[src/hw/rtl/lsos_pkg.sv]
// ----------------------------------------------------------------------------
// lsos_pkg
// Shared types and constants for the lidar sector obstacle scan block.
// ----------------------------------------------------------------------------
`default_nettype none

package lsos_pkg;

    localparam logic [19:0] EMPTY_MM     = 20'd999000;
    localparam logic [11:0] FULL_CIRCLE  = 12'd3600;
    localparam logic [15:0] NO_SIGNAL_MM = 16'd2000;
    localparam logic [15:0] TOUCH_MM     = 16'd10;

    localparam int          DIV_STEPS    = 16;
    localparam int          CNT_W        = $clog2(DIV_STEPS);

    localparam logic [10:0] RST_FRONT_HALF  = 11'd300;
    localparam logic [10:0] RST_SIDE_START  = 11'd300;
    localparam logic [10:0] RST_SIDE_END    = 11'd900;
    localparam logic [14:0] RST_STOP_DIST   = 15'd300;
    localparam logic [14:0] RST_SLOW_DIST   = 15'd1000;
    localparam logic [15:0] RST_STEER_CTR   = 16'sd0;
    localparam logic [15:0] RST_STEER_LEFT  = 16'hFC18;
    localparam logic [15:0] RST_STEER_RIGHT = 16'd1000;

    typedef logic [3:0] t_cfg_idx;

    localparam t_cfg_idx CFG_FRONT_HALF  = 4'd0;
    localparam t_cfg_idx CFG_SIDE_START  = 4'd1;
    localparam t_cfg_idx CFG_SIDE_END    = 4'd2;
    localparam t_cfg_idx CFG_STOP_DIST   = 4'd3;
    localparam t_cfg_idx CFG_SLOW_DIST   = 4'd4;
    localparam t_cfg_idx CFG_STEER_CTR   = 4'd5;
    localparam t_cfg_idx CFG_STEER_LEFT  = 4'd6;
    localparam t_cfg_idx CFG_STEER_RIGHT = 4'd7;

    typedef enum logic [2:0] {
        S_IDLE,
        S_DIV,
        S_MUL,
        S_FIN,
        S_OUT
    } t_state;

    typedef struct packed {
        logic item_load;
        logic div_step;
        logic mul_load;
        logic fin_load;
        logic out_load;
    } t_dp_cmd;

    typedef struct packed {
        logic steer_req;
        logic div_last;
        logic out_free;
    } t_dp_stat;

endpackage

`default_nettype wire

[src/hw/rtl/lsos_ctrl.sv]
// ----------------------------------------------------------------------------
// lsos_ctrl
// Sequencer: point intake, steering division, multiply, finish, result hand-off.
// ----------------------------------------------------------------------------
`default_nettype none

module lsos_ctrl import lsos_pkg::*; (
    input  wire      i_clk,
    input  wire      i_rst_n,
    input  wire      i_in_valid,
    input  wire      i_scan_end,
    input  t_dp_stat i_stat,
    output logic     o_in_ready,
    output t_dp_cmd  o_cmd
);

    t_state r_state;
    t_state n_state;

    always_ff @(posedge i_clk) begin
        if (!i_rst_n) begin
            r_state <= S_IDLE;
        end else begin
            r_state <= n_state;
        end
    end

    always_comb begin
        n_state = r_state;
        unique case (r_state)
            S_IDLE: begin
                if (i_in_valid && i_scan_end) begin
                    n_state = i_stat.steer_req ? S_DIV : S_OUT;
                end
            end
            S_DIV: begin
                if (i_stat.div_last) begin
                    n_state = S_MUL;
                end
            end
            S_MUL: n_state = S_FIN;
            S_FIN: n_state = S_OUT;
            S_OUT: begin
                if (i_stat.out_free) begin
                    n_state = S_IDLE;
                end
            end
            default: n_state = S_IDLE;
        endcase
    end

    always_comb begin
        o_in_ready = 1'b0;
        o_cmd      = '0;
        unique case (r_state)
            S_IDLE: begin
                o_in_ready      = 1'b1;
                o_cmd.item_load = i_in_valid;
            end
            S_DIV:  o_cmd.div_step = 1'b1;
            S_MUL:  o_cmd.mul_load = 1'b1;
            S_FIN:  o_cmd.fin_load = 1'b1;
            S_OUT:  o_cmd.out_load = i_stat.out_free;
            default: o_cmd = '0;
        endcase
    end

endmodule

`default_nettype wire

[src/hw/rtl/lsos_dp.sv]
// ----------------------------------------------------------------------------
// lsos_dp
// Datapath: settings, sector minima, restoring divider, steering math, output.
// ----------------------------------------------------------------------------
`default_nettype none

module lsos_dp import lsos_pkg::*; (
    input  wire               i_clk,
    input  wire               i_rst_n,
    input  wire               i_cfg_we,
    input  wire  [3:0]        i_cfg_index,
    input  wire  [15:0]       i_cfg_data,
    input  wire  [11:0]       i_angle_tenths,
    input  wire signed [15:0] i_distance_mm,
    input  wire               i_scan_end,
    input  t_dp_cmd           i_cmd,
    output t_dp_stat          o_stat,
    input  wire               i_out_ready,
    output logic              o_out_valid,
    output logic [19:0]       o_front_nearest,
    output logic [19:0]       o_left_nearest,
    output logic [19:0]       o_right_nearest,
    output logic              o_emergency_stop,
    output logic              o_steer_valid,
    output logic signed [15:0] o_steer_value
);

    logic [10:0] r_front_half;
    logic [10:0] r_side_start;
    logic [10:0] r_side_end;
    logic [14:0] r_stop_dist;
    logic [14:0] r_slow_dist;
    logic signed [15:0] r_steer_ctr;
    logic signed [15:0] r_steer_left;
    logic signed [15:0] r_steer_right;

    logic [19:0] r_front_run;
    logic [19:0] r_left_run;
    logic [19:0] r_right_run;
    logic [19:0] n_front_run;
    logic [19:0] n_left_run;
    logic [19:0] n_right_run;

    logic [19:0] r_snap_front;
    logic [19:0] r_snap_left;
    logic [19:0] r_snap_right;
    logic        r_snap_emerg;
    logic        r_snap_steer;
    logic        r_go_left;

    logic [14:0]       r_rem;
    logic [15:0]       r_quo;
    logic [CNT_W-1:0]  r_cnt;
    logic signed [34:0] r_prod;
    logic signed [15:0] r_steer;
    logic              r_out_valid;

    logic [15:0] clean_d;
    logic [19:0] dist20;
    logic [11:0] fr_lo;
    logic [11:0] rt_lo;
    logic [11:0] rt_hi;
    logic [11:0] lt_lo;
    logic [11:0] lt_hi;
    logic        hit_front;
    logic        hit_left;
    logic        hit_right;
    logic        n_emerg;
    logic        n_steer;

    logic [15:0] rem2;
    logic        q_bit;
    logic [16:0] urgency;
    logic signed [16:0] delta;
    logic signed [35:0] sum;
    logic signed [19:0] shr;
    logic signed [19:0] trunc_q;

    always_ff @(posedge i_clk) begin
        if (!i_rst_n) begin
            r_front_half  <= RST_FRONT_HALF;
            r_side_start  <= RST_SIDE_START;
            r_side_end    <= RST_SIDE_END;
            r_stop_dist   <= RST_STOP_DIST;
            r_slow_dist   <= RST_SLOW_DIST;
            r_steer_ctr   <= RST_STEER_CTR;
            r_steer_left  <= RST_STEER_LEFT;
            r_steer_right <= RST_STEER_RIGHT;
        end else if (i_cfg_we) begin
            unique case (i_cfg_index)
                CFG_FRONT_HALF:  r_front_half  <= i_cfg_data[10:0];
                CFG_SIDE_START:  r_side_start  <= i_cfg_data[10:0];
                CFG_SIDE_END:    r_side_end    <= i_cfg_data[10:0];
                CFG_STOP_DIST:   r_stop_dist   <= i_cfg_data[14:0];
                CFG_SLOW_DIST:   r_slow_dist   <= i_cfg_data[14:0];
                CFG_STEER_CTR:   r_steer_ctr   <= i_cfg_data;
                CFG_STEER_LEFT:  r_steer_left  <= i_cfg_data;
                CFG_STEER_RIGHT: r_steer_right <= i_cfg_data;
                default: ;
            endcase
        end
    end

    always_comb begin
        priority if (i_distance_mm < 16'sd0) begin
            clean_d = TOUCH_MM;
        end else if (i_distance_mm == 16'sd0) begin
            clean_d = NO_SIGNAL_MM;
        end else begin
            clean_d = i_distance_mm;
        end
        dist20 = {4'd0, clean_d};

        fr_lo = FULL_CIRCLE - {1'b0, r_front_half};
        lt_lo = {1'b0, r_side_start};
        lt_hi = {1'b0, r_side_end};
        rt_lo = FULL_CIRCLE - {1'b0, r_side_end};
        rt_hi = FULL_CIRCLE - {1'b0, r_side_start};

        hit_front = (i_angle_tenths <= {1'b0, r_front_half})
                 || (i_angle_tenths >= fr_lo && i_angle_tenths <= FULL_CIRCLE);
        hit_left  = (lt_lo <= lt_hi)
                  ? (i_angle_tenths >= lt_lo && i_angle_tenths <= lt_hi)
                  : (i_angle_tenths >= lt_lo || i_angle_tenths <= lt_hi);
        hit_right = (rt_lo <= rt_hi)
                  ? (i_angle_tenths >= rt_lo && i_angle_tenths <= rt_hi)
                  : (i_angle_tenths >= rt_lo || i_angle_tenths <= rt_hi);

        n_front_run = (hit_front && dist20 < r_front_run) ? dist20 : r_front_run;
        n_left_run  = (hit_left  && dist20 < r_left_run)  ? dist20 : r_left_run;
        n_right_run = (hit_right && dist20 < r_right_run) ? dist20 : r_right_run;

        n_emerg = n_front_run < {5'd0, r_stop_dist};
        n_steer = (n_front_run < {5'd0, r_slow_dist}) && !n_emerg;
    end

    always_ff @(posedge i_clk) begin
        if (!i_rst_n) begin
            r_front_run <= EMPTY_MM;
            r_left_run  <= EMPTY_MM;
            r_right_run <= EMPTY_MM;
        end else if (i_cmd.item_load) begin
            if (i_scan_end) begin
                r_front_run <= EMPTY_MM;
                r_left_run  <= EMPTY_MM;
                r_right_run <= EMPTY_MM;
            end else begin
                r_front_run <= n_front_run;
                r_left_run  <= n_left_run;
                r_right_run <= n_right_run;
            end
        end
    end

    always_comb begin
        rem2    = {r_rem, 1'b0};
        q_bit   = rem2 >= {1'b0, r_slow_dist};
        urgency = 17'h10000 - {1'b0, r_quo};
        delta   = r_go_left
                ? ({r_steer_left[15], r_steer_left} - {r_steer_ctr[15], r_steer_ctr})
                : ({r_steer_right[15], r_steer_right} - {r_steer_ctr[15], r_steer_ctr});
        sum     = {{4{r_steer_ctr[15]}}, r_steer_ctr, 16'd0}
                + {r_prod[34], r_prod};
        shr     = sum[35:16];
        trunc_q = shr + {19'd0, (sum[35] && (sum[15:0] != 16'd0))};
    end

    always_ff @(posedge i_clk) begin
        if (i_cmd.item_load && i_scan_end) begin
            r_snap_front <= n_front_run;
            r_snap_left  <= n_left_run;
            r_snap_right <= n_right_run;
            r_snap_emerg <= n_emerg;
            r_snap_steer <= n_steer;
            r_go_left    <= n_left_run > n_right_run;
            r_rem        <= n_front_run[14:0];
            r_quo        <= '0;
            r_cnt        <= CNT_W'(DIV_STEPS - 1);
            r_steer      <= '0;
        end
        if (i_cmd.div_step) begin
            r_rem <= q_bit ? 15'(rem2 - {1'b0, r_slow_dist}) : rem2[14:0];
            r_quo <= {r_quo[14:0], q_bit};
            r_cnt <= r_cnt - 1'b1;
        end
        if (i_cmd.mul_load) begin
            r_prod <= $signed({1'b0, urgency}) * delta;
        end
        if (i_cmd.fin_load) begin
            priority if (trunc_q > 20'sd32767) begin
                r_steer <= 16'sh7FFF;
            end else if (trunc_q < -20'sd32768) begin
                r_steer <= 16'sh8000;
            end else begin
                r_steer <= trunc_q[15:0];
            end
        end
    end

    always_ff @(posedge i_clk) begin
        if (!i_rst_n) begin
            r_out_valid <= 1'b0;
        end else if (i_cmd.out_load) begin
            r_out_valid <= 1'b1;
        end else if (i_out_ready) begin
            r_out_valid <= 1'b0;
        end
    end

    always_ff @(posedge i_clk) begin
        if (i_cmd.out_load) begin
            o_front_nearest  <= r_snap_front;
            o_left_nearest   <= r_snap_left;
            o_right_nearest  <= r_snap_right;
            o_emergency_stop <= r_snap_emerg;
            o_steer_valid    <= r_snap_steer;
            o_steer_value    <= r_steer;
        end
    end

    assign o_out_valid     = r_out_valid;
    assign o_stat.steer_req = n_steer;
    assign o_stat.div_last  = (r_cnt == '0);
    assign o_stat.out_free  = !r_out_valid || i_out_ready;

endmodule

`default_nettype wire

[src/hw/rtl/lidar_sector_obstacle_scan.sv]
// ----------------------------------------------------------------------------
// lidar_sector_obstacle_scan
// Nearest-obstacle scan over front, left and right lidar sectors.
// ----------------------------------------------------------------------------
// Throughput: one point per cycle while a scan is in progress.
// Scan end: without steering, the result is registered at the output once the output is free;
//   with steering, it first passes the restoring divider (one quotient bit a cycle), multiply and finish.
// Input is held off from the scan-end transfer until the result is registered.
// Reset (synchronous, active low): settings to defaults, minima to 999000,
//   controller idle, no result pending.
`default_nettype none

module lidar_sector_obstacle_scan import lsos_pkg::*; (
    input  wire               i_clk,
    input  wire               i_rst_n,
    input  wire               i_cfg_we,
    input  wire  [3:0]        i_cfg_index,
    input  wire  [15:0]       i_cfg_data,
    input  wire               i_in_valid,
    output logic              o_in_ready,
    input  wire  [11:0]       i_angle_tenths,
    input  wire signed [15:0] i_distance_mm,
    input  wire               i_scan_end,
    output logic              o_out_valid,
    input  wire               i_out_ready,
    output logic [19:0]       o_front_nearest,
    output logic [19:0]       o_left_nearest,
    output logic [19:0]       o_right_nearest,
    output logic              o_emergency_stop,
    output logic              o_steer_valid,
    output logic signed [15:0] o_steer_value
);

    t_dp_cmd  cmd;
    t_dp_stat stat;

    lsos_ctrl u_ctrl (
        .i_clk      (i_clk),
        .i_rst_n    (i_rst_n),
        .i_in_valid (i_in_valid),
        .i_scan_end (i_scan_end),
        .i_stat     (stat),
        .o_in_ready (o_in_ready),
        .o_cmd      (cmd)
    );

    lsos_dp u_dp (
        .i_clk            (i_clk),
        .i_rst_n          (i_rst_n),
        .i_cfg_we         (i_cfg_we),
        .i_cfg_index      (i_cfg_index),
        .i_cfg_data       (i_cfg_data),
        .i_angle_tenths   (i_angle_tenths),
        .i_distance_mm    (i_distance_mm),
        .i_scan_end       (i_scan_end),
        .i_cmd            (cmd),
        .o_stat           (stat),
        .i_out_ready      (i_out_ready),
        .o_out_valid      (o_out_valid),
        .o_front_nearest  (o_front_nearest),
        .o_left_nearest   (o_left_nearest),
        .o_right_nearest  (o_right_nearest),
        .o_emergency_stop (o_emergency_stop),
        .o_steer_valid    (o_steer_valid),
        .o_steer_value    (o_steer_value)
    );

    a_busy_after_end: assert property (@(posedge i_clk) disable iff (!i_rst_n)
        i_in_valid && o_in_ready && i_scan_end |=> !o_in_ready)
        else $error("input still open after scan-end transfer");

    a_steer_zero: assert property (@(posedge i_clk) disable iff (!i_rst_n)
        o_out_valid && !o_steer_valid |-> o_steer_value == 16'sd0)
        else $error("steering value set without suggestion");

    a_stop_excl: assert property (@(posedge i_clk) disable iff (!i_rst_n)
        o_out_valid |-> !(o_emergency_stop && o_steer_valid))
        else $error("emergency and steering both flagged");

    a_one_cmd: assert property (@(posedge i_clk) disable iff (!i_rst_n)
        $onehot0({cmd.item_load, cmd.div_step, cmd.mul_load, cmd.fin_load, cmd.out_load}))
        else $error("overlapping datapath commands");

endmodule

`default_nettype wire
[config.mk]
export PLATFORM = sky130hd
export DESIGN_NAME = lidar_sector_obstacle_scan
export DESIGN_NICKNAME = d
export VERILOG_FILES = /design/src/hw/rtl/lsos_pkg.sv /design/src/hw/rtl/lsos_ctrl.sv /design/src/hw/rtl/lsos_dp.sv /design/src/hw/rtl/lidar_sector_obstacle_scan.sv
export SDC_FILE = /design/constraint.sdc
export NUM_CORES = 2
export LEC_CHECK = 0
export ABC_AREA = 0
export ABC_CLOCK_PERIOD_IN_PS = 14100
export BUFFER_PORTS_ARGS = -buffer_cell sky130_fd_sc_hd__buf_2
export CORE_MARGIN = 4
export CORE_UTILIZATION = 64
export CTS_BUF_LIST = sky130_fd_sc_hd__clkbuf_4 sky130_fd_sc_hd__clkbuf_8
export DETAILED_ROUTE_END_ITERATION = 8
export GPL_TIMING_DRIVEN = 0
export PLACE_DENSITY = 0.82
export SLEW_MARGIN = 20
export SYNTH_ARGS = -nofsm -noshare
export SYNTH_HDL_FRONTEND = slang
export SYNTH_HIERARCHICAL = 1
export SYNTH_SLANG_ARGS = --single-unit
[constraint.sdc]
create_clock -name i_clk -period 14.1 [get_ports i_clk]
set_input_delay 1.41 -clock i_clk [delete_from_list [all_inputs] [get_ports i_clk]]
set_output_delay 1.41 -clock i_clk [all_outputs]
set_load 0.02 [all_outputs]
==> summary.md <==
| Metric | Value |
|---|---|
| WP data arrival | 12.46 ns |
| Worst Path Required | 14.48 ns |
| PostCTS Resize Cnt | 0 |
| Most used cell, CP | fa_1 |
| Cell area after synthesis | 32300 um^2 |
| Yosys warnings | 6 |
| Core ar. | 50000 um^2 |
| Critical Path Max Stage Delay | 0.57 ns |
| Global placer's final weighted congestion | 0.960 |
| Worst-margin pin slew | 1.22 ns |
| Slew Limit Headroom | 18.1% |
| Via count | 25073 |
| Average size of a mapped cell | 9.61 um^2 |
| Num CTS Buffers | 69 |
| Largest net degree at the start of global routing | 48 |
| Number of setup buffers added after CTS | 0 |
| Vias in the first global route | 24424 |
| Synthesis-to-layout area growth | 9.99% |
| Routed Antenna Nets | 0 |
| Antenna diodes | 0 |
| Max Slew Vio Count | 0 |
| Post-Route WL | 81.0 mm |
| DRT iter0 DRCs | 2170 |
| Num Clock Sinks | 402 |
| IO Count | 134 |
| Seq/Total Area, Yosys | 32.0% |
| Proportion of layout cells with a drive suffix above 1 | 9.33% |
| Endpoints failing setup | 0 |
| Status | complete, no violations |
| Initial antenna violation count | 0 |
| Crit Path Category | reg -> reg |
| Post-DP HPWL | 62.5 mm |
| Starting Density | 64.6% |
| Synth top area cells | edfxtp_1 (21%), fa_1 (14%), ha_1 (14%) |
| Layout net count | 4210 |
| Cell count after synthesis | 3359 |
| Reg-to-reg slack, setup | 2.02 ns |
| End of the critical path | u_dp/r_prod[34]$_DFFE_PP_ |
| Number of synthesized flops with an enable pin | 227 |
| # hold bufs at CTS | 0 |
| Largest area contributor in the netlist | edfxtp_1 |
| GRT Overall Usage | 30.0% |
| Width of the chip | 233 um |
| Port bufs | 122 |
| Max-cap violations | 0 |
| Die H | 233 um |
| Worst setup EP type | register |
| Place WS | 2.42 ns |
| Top cell type's share of synthesized area | 21.1% |
| Synth async-reset ratio | 0% |
| WHS Path Cells | 0 |
| Fillers | 3679 |
| CTS H-Tree Depth | 3 |
| Num rows | 82 |
| Fmax | 82.8 MHz |
| Worst skew pair latency | 0.69 ns |
| Die area | 54100 um^2 |
| Grt ovf | 0 |
| Root Driver | clkbuf_8 |
| RSZ-0062 raised after global routing | no |
| Hold Crit Class | reg -> reg |
| Clock slew at reported path FFs | 0.06 ns |
| Total negative slack | 0 ns |
| Final setup margin | 2.02 ns |
| First-pass GRT wire length | 129 mm |
| Vias per cell | 5.84 |
| Number of synthesized register bits | 402 |
| Yosys cell types | 94 |
| Reg2Reg Depth | 39 |
| Drt first pass iters | 6 |
| Worst path slowest cell | o41ai_1 |
| Drt drc | 0 |
| Main synth FF type | edfxtp_1 |
| Tcrit/Tclk final | 85.7% |
| RR Startpoint | u_dp/r_go_left$_DFFE_PP_ |
| CP startpoint | u_dp/r_go_left$_DFFE_PP_ |
| CP Launch Type | register |
| Minimum clock period | 12.08 ns |
| Final Hold Fails | 0 |
| CTS tree | done |
| Post-synth net total | 4003 |
| Max Clock Skew | 0.0721 ns |
| Final Util | 71.1% |
| Drt wl/cell | 18.9 um |
| Worst R2R End | u_dp/r_prod[34]$_DFFE_PP_ |
| Clock Tree Buf Depth | 3 |
| Critical Path Fanout Max | 10 |
-- layer usage --
layer	track usage [%]	wire length, um	vias to the layer above
met5	0	0	-
met4	13.0	3670	0
met3	5.79	6960	210
met2	48.1	37400	1039
met1	40.0	33000	12054
li1	-	-	11770
-- layout make-up --
type | count | area, um^2 | share of cell area [%]
Tap cell | 672 | 841 | 2.37
Buffer | 113 | 454 | 1.28
Clock buffer | 102 | 1260 | 3.55
Inverter | 487 | 1830 | 5.16
Sequential cell | 402 | 10300 | 29.1
Multi-Input combinational cell | 2357 | 19700 | 55.6
Clock inverter | 25 | 300 | 0.846
Timing Repair Buffer | 136 | 752 | 2.12
-- through the flow --
step	hold WS (ns)	cell area, um^2	instances
after floorplan	0.400	32300	3359
after global placement	0.400	33700	4153
after detailed placement	0.405	33900	4167
after CTS	0.387	35500	4294
after global routing	0.402	35500	4294
final	0.392	35500	4294
-- registers in the layout, summed over array words and instances (netlist names), 4 cells and up --
register,flops
u_dp/r_prod,35
u_dp/r_quo,16
u_dp/r_right_run,20
u_dp/r_slow_dist,15
u_dp/r_steer,16
u_dp/o_steer_value,16
u_dp/r_stop_dist,15
u_dp/r_steer_right,16
u_dp/r_snap_right,20
u_dp/r_steer_left,16
u_dp/o_front_nearest,20
u_dp/r_front_half,11
u_dp/r_left_run,20
u_dp/r_side_end,11
u_dp/r_front_run,20
u_dp/r_snap_front,20
u_dp/r_rem,15
u_dp/r_snap_left,20
u_dp/r_steer_ctr,16
u_dp/r_side_start,11
u_dp/o_left_nearest,20
u_dp/o_right_nearest,20
u_dp/r_cnt,4
-- synth_stat cells (16+ instances only) --
cell	instances
inv_1	486
nand2_1	400
ha_1	363
edfxtp_1	227
fa_1	227
nor2_1	219
dfxtp_1	175
a21oi_1	119
clkbuf_1	100
xnor2_1	89
a21o_1	85
nor2b_1	72
o21ai_0	70
mux2i_1	64
nor3_1	51
a21boi_0	50
and2_1	49
nand3_1	46
xor2_1	46
mux2_2	30
nand4_1	30
nand2b_1	28
a31oi_1	26
o21a_1	23
a211oi_1	22
o211ai_1	22
and3_1	19
nor4_1	16
-- cell usage in the layout (no fill, tap or decap), types with 50 or more instances in the layout --
master	Yosys	final
xnor2_1	89	85
fa_1	227	227
dfxtp_1	175	175
a21boi_0	50	50
edfxtp_1	227	227
clkbuf_1	100	100
a21o_1	85	85
mux2i_1	64	64
buf_2	3	125
clkbuf_8	0	79
nor2_1	219	219
nor2b_1	72	72
nand2_1	400	400
a21oi_1	119	118
ha_1	363	363
o21ai_0	70	70
inv_1	486	485
-- cells by family (layout without fill, tap and decap cells) --
group | after synthesis | in the layout | synth area share, %
simple gates | 998 | 998 | 14.6
buf+inv | 600 | 863 | 7.07
fa+ha+maj | 591 | 591 | 28.2
compound gates | 538 | 538 | 11.4
flops | 402 | 402 | 32.0
xor+xnor | 136 | 136 | 3.75
mux | 94 | 94 | 3.03
-- worst min-delay path by stage --
stage | slack (ns) | from | end
4_1_cts | 0.39 | u_dp/r_snap_front[9]$_DFFE_PP_ | u_dp/o_front_nearest[9]$_DFFE_PP_
6_report | 0.39 | u_dp/r_snap_front[9]$_DFFE_PP_ | u_dp/o_front_nearest[9]$_DFFE_PP_
2_1_floorplan | 0.40 | u_dp/r_snap_emerg$_DFFE_PP_ | u_dp/o_emergency_stop$_DFFE_PP_
5_1_grt | 0.40 | u_dp/r_snap_front[9]$_DFFE_PP_ | u_dp/o_front_nearest[9]$_DFFE_PP_
3_5_place_dp | 0.40 | u_dp/r_snap_front[18]$_DFFE_PP_ | u_dp/o_front_nearest[18]$_DFFE_PP_
3_3_place_gp | 0.40 | u_dp/r_snap_right[19]$_DFFE_PP_ | u_dp/o_right_nearest[19]$_DFFE_PP_
-- critical path: cells and delay by family, from the launching register on --
family	cells	cell delay, ns
AOI/OAI and AO/OA	17	4.53
xor gates and xnor gates	1	0.08
adders and majority gates	8	3.90
buffers and inverters	9	2.11
DFF	1	0.40
muxes	1	0.45
and+or+nand+nor	3	0.35
Power is left out: the tool's default activity adds up to more than one toggle a clock period on the data nets, which glitch-free logic cannot reach.
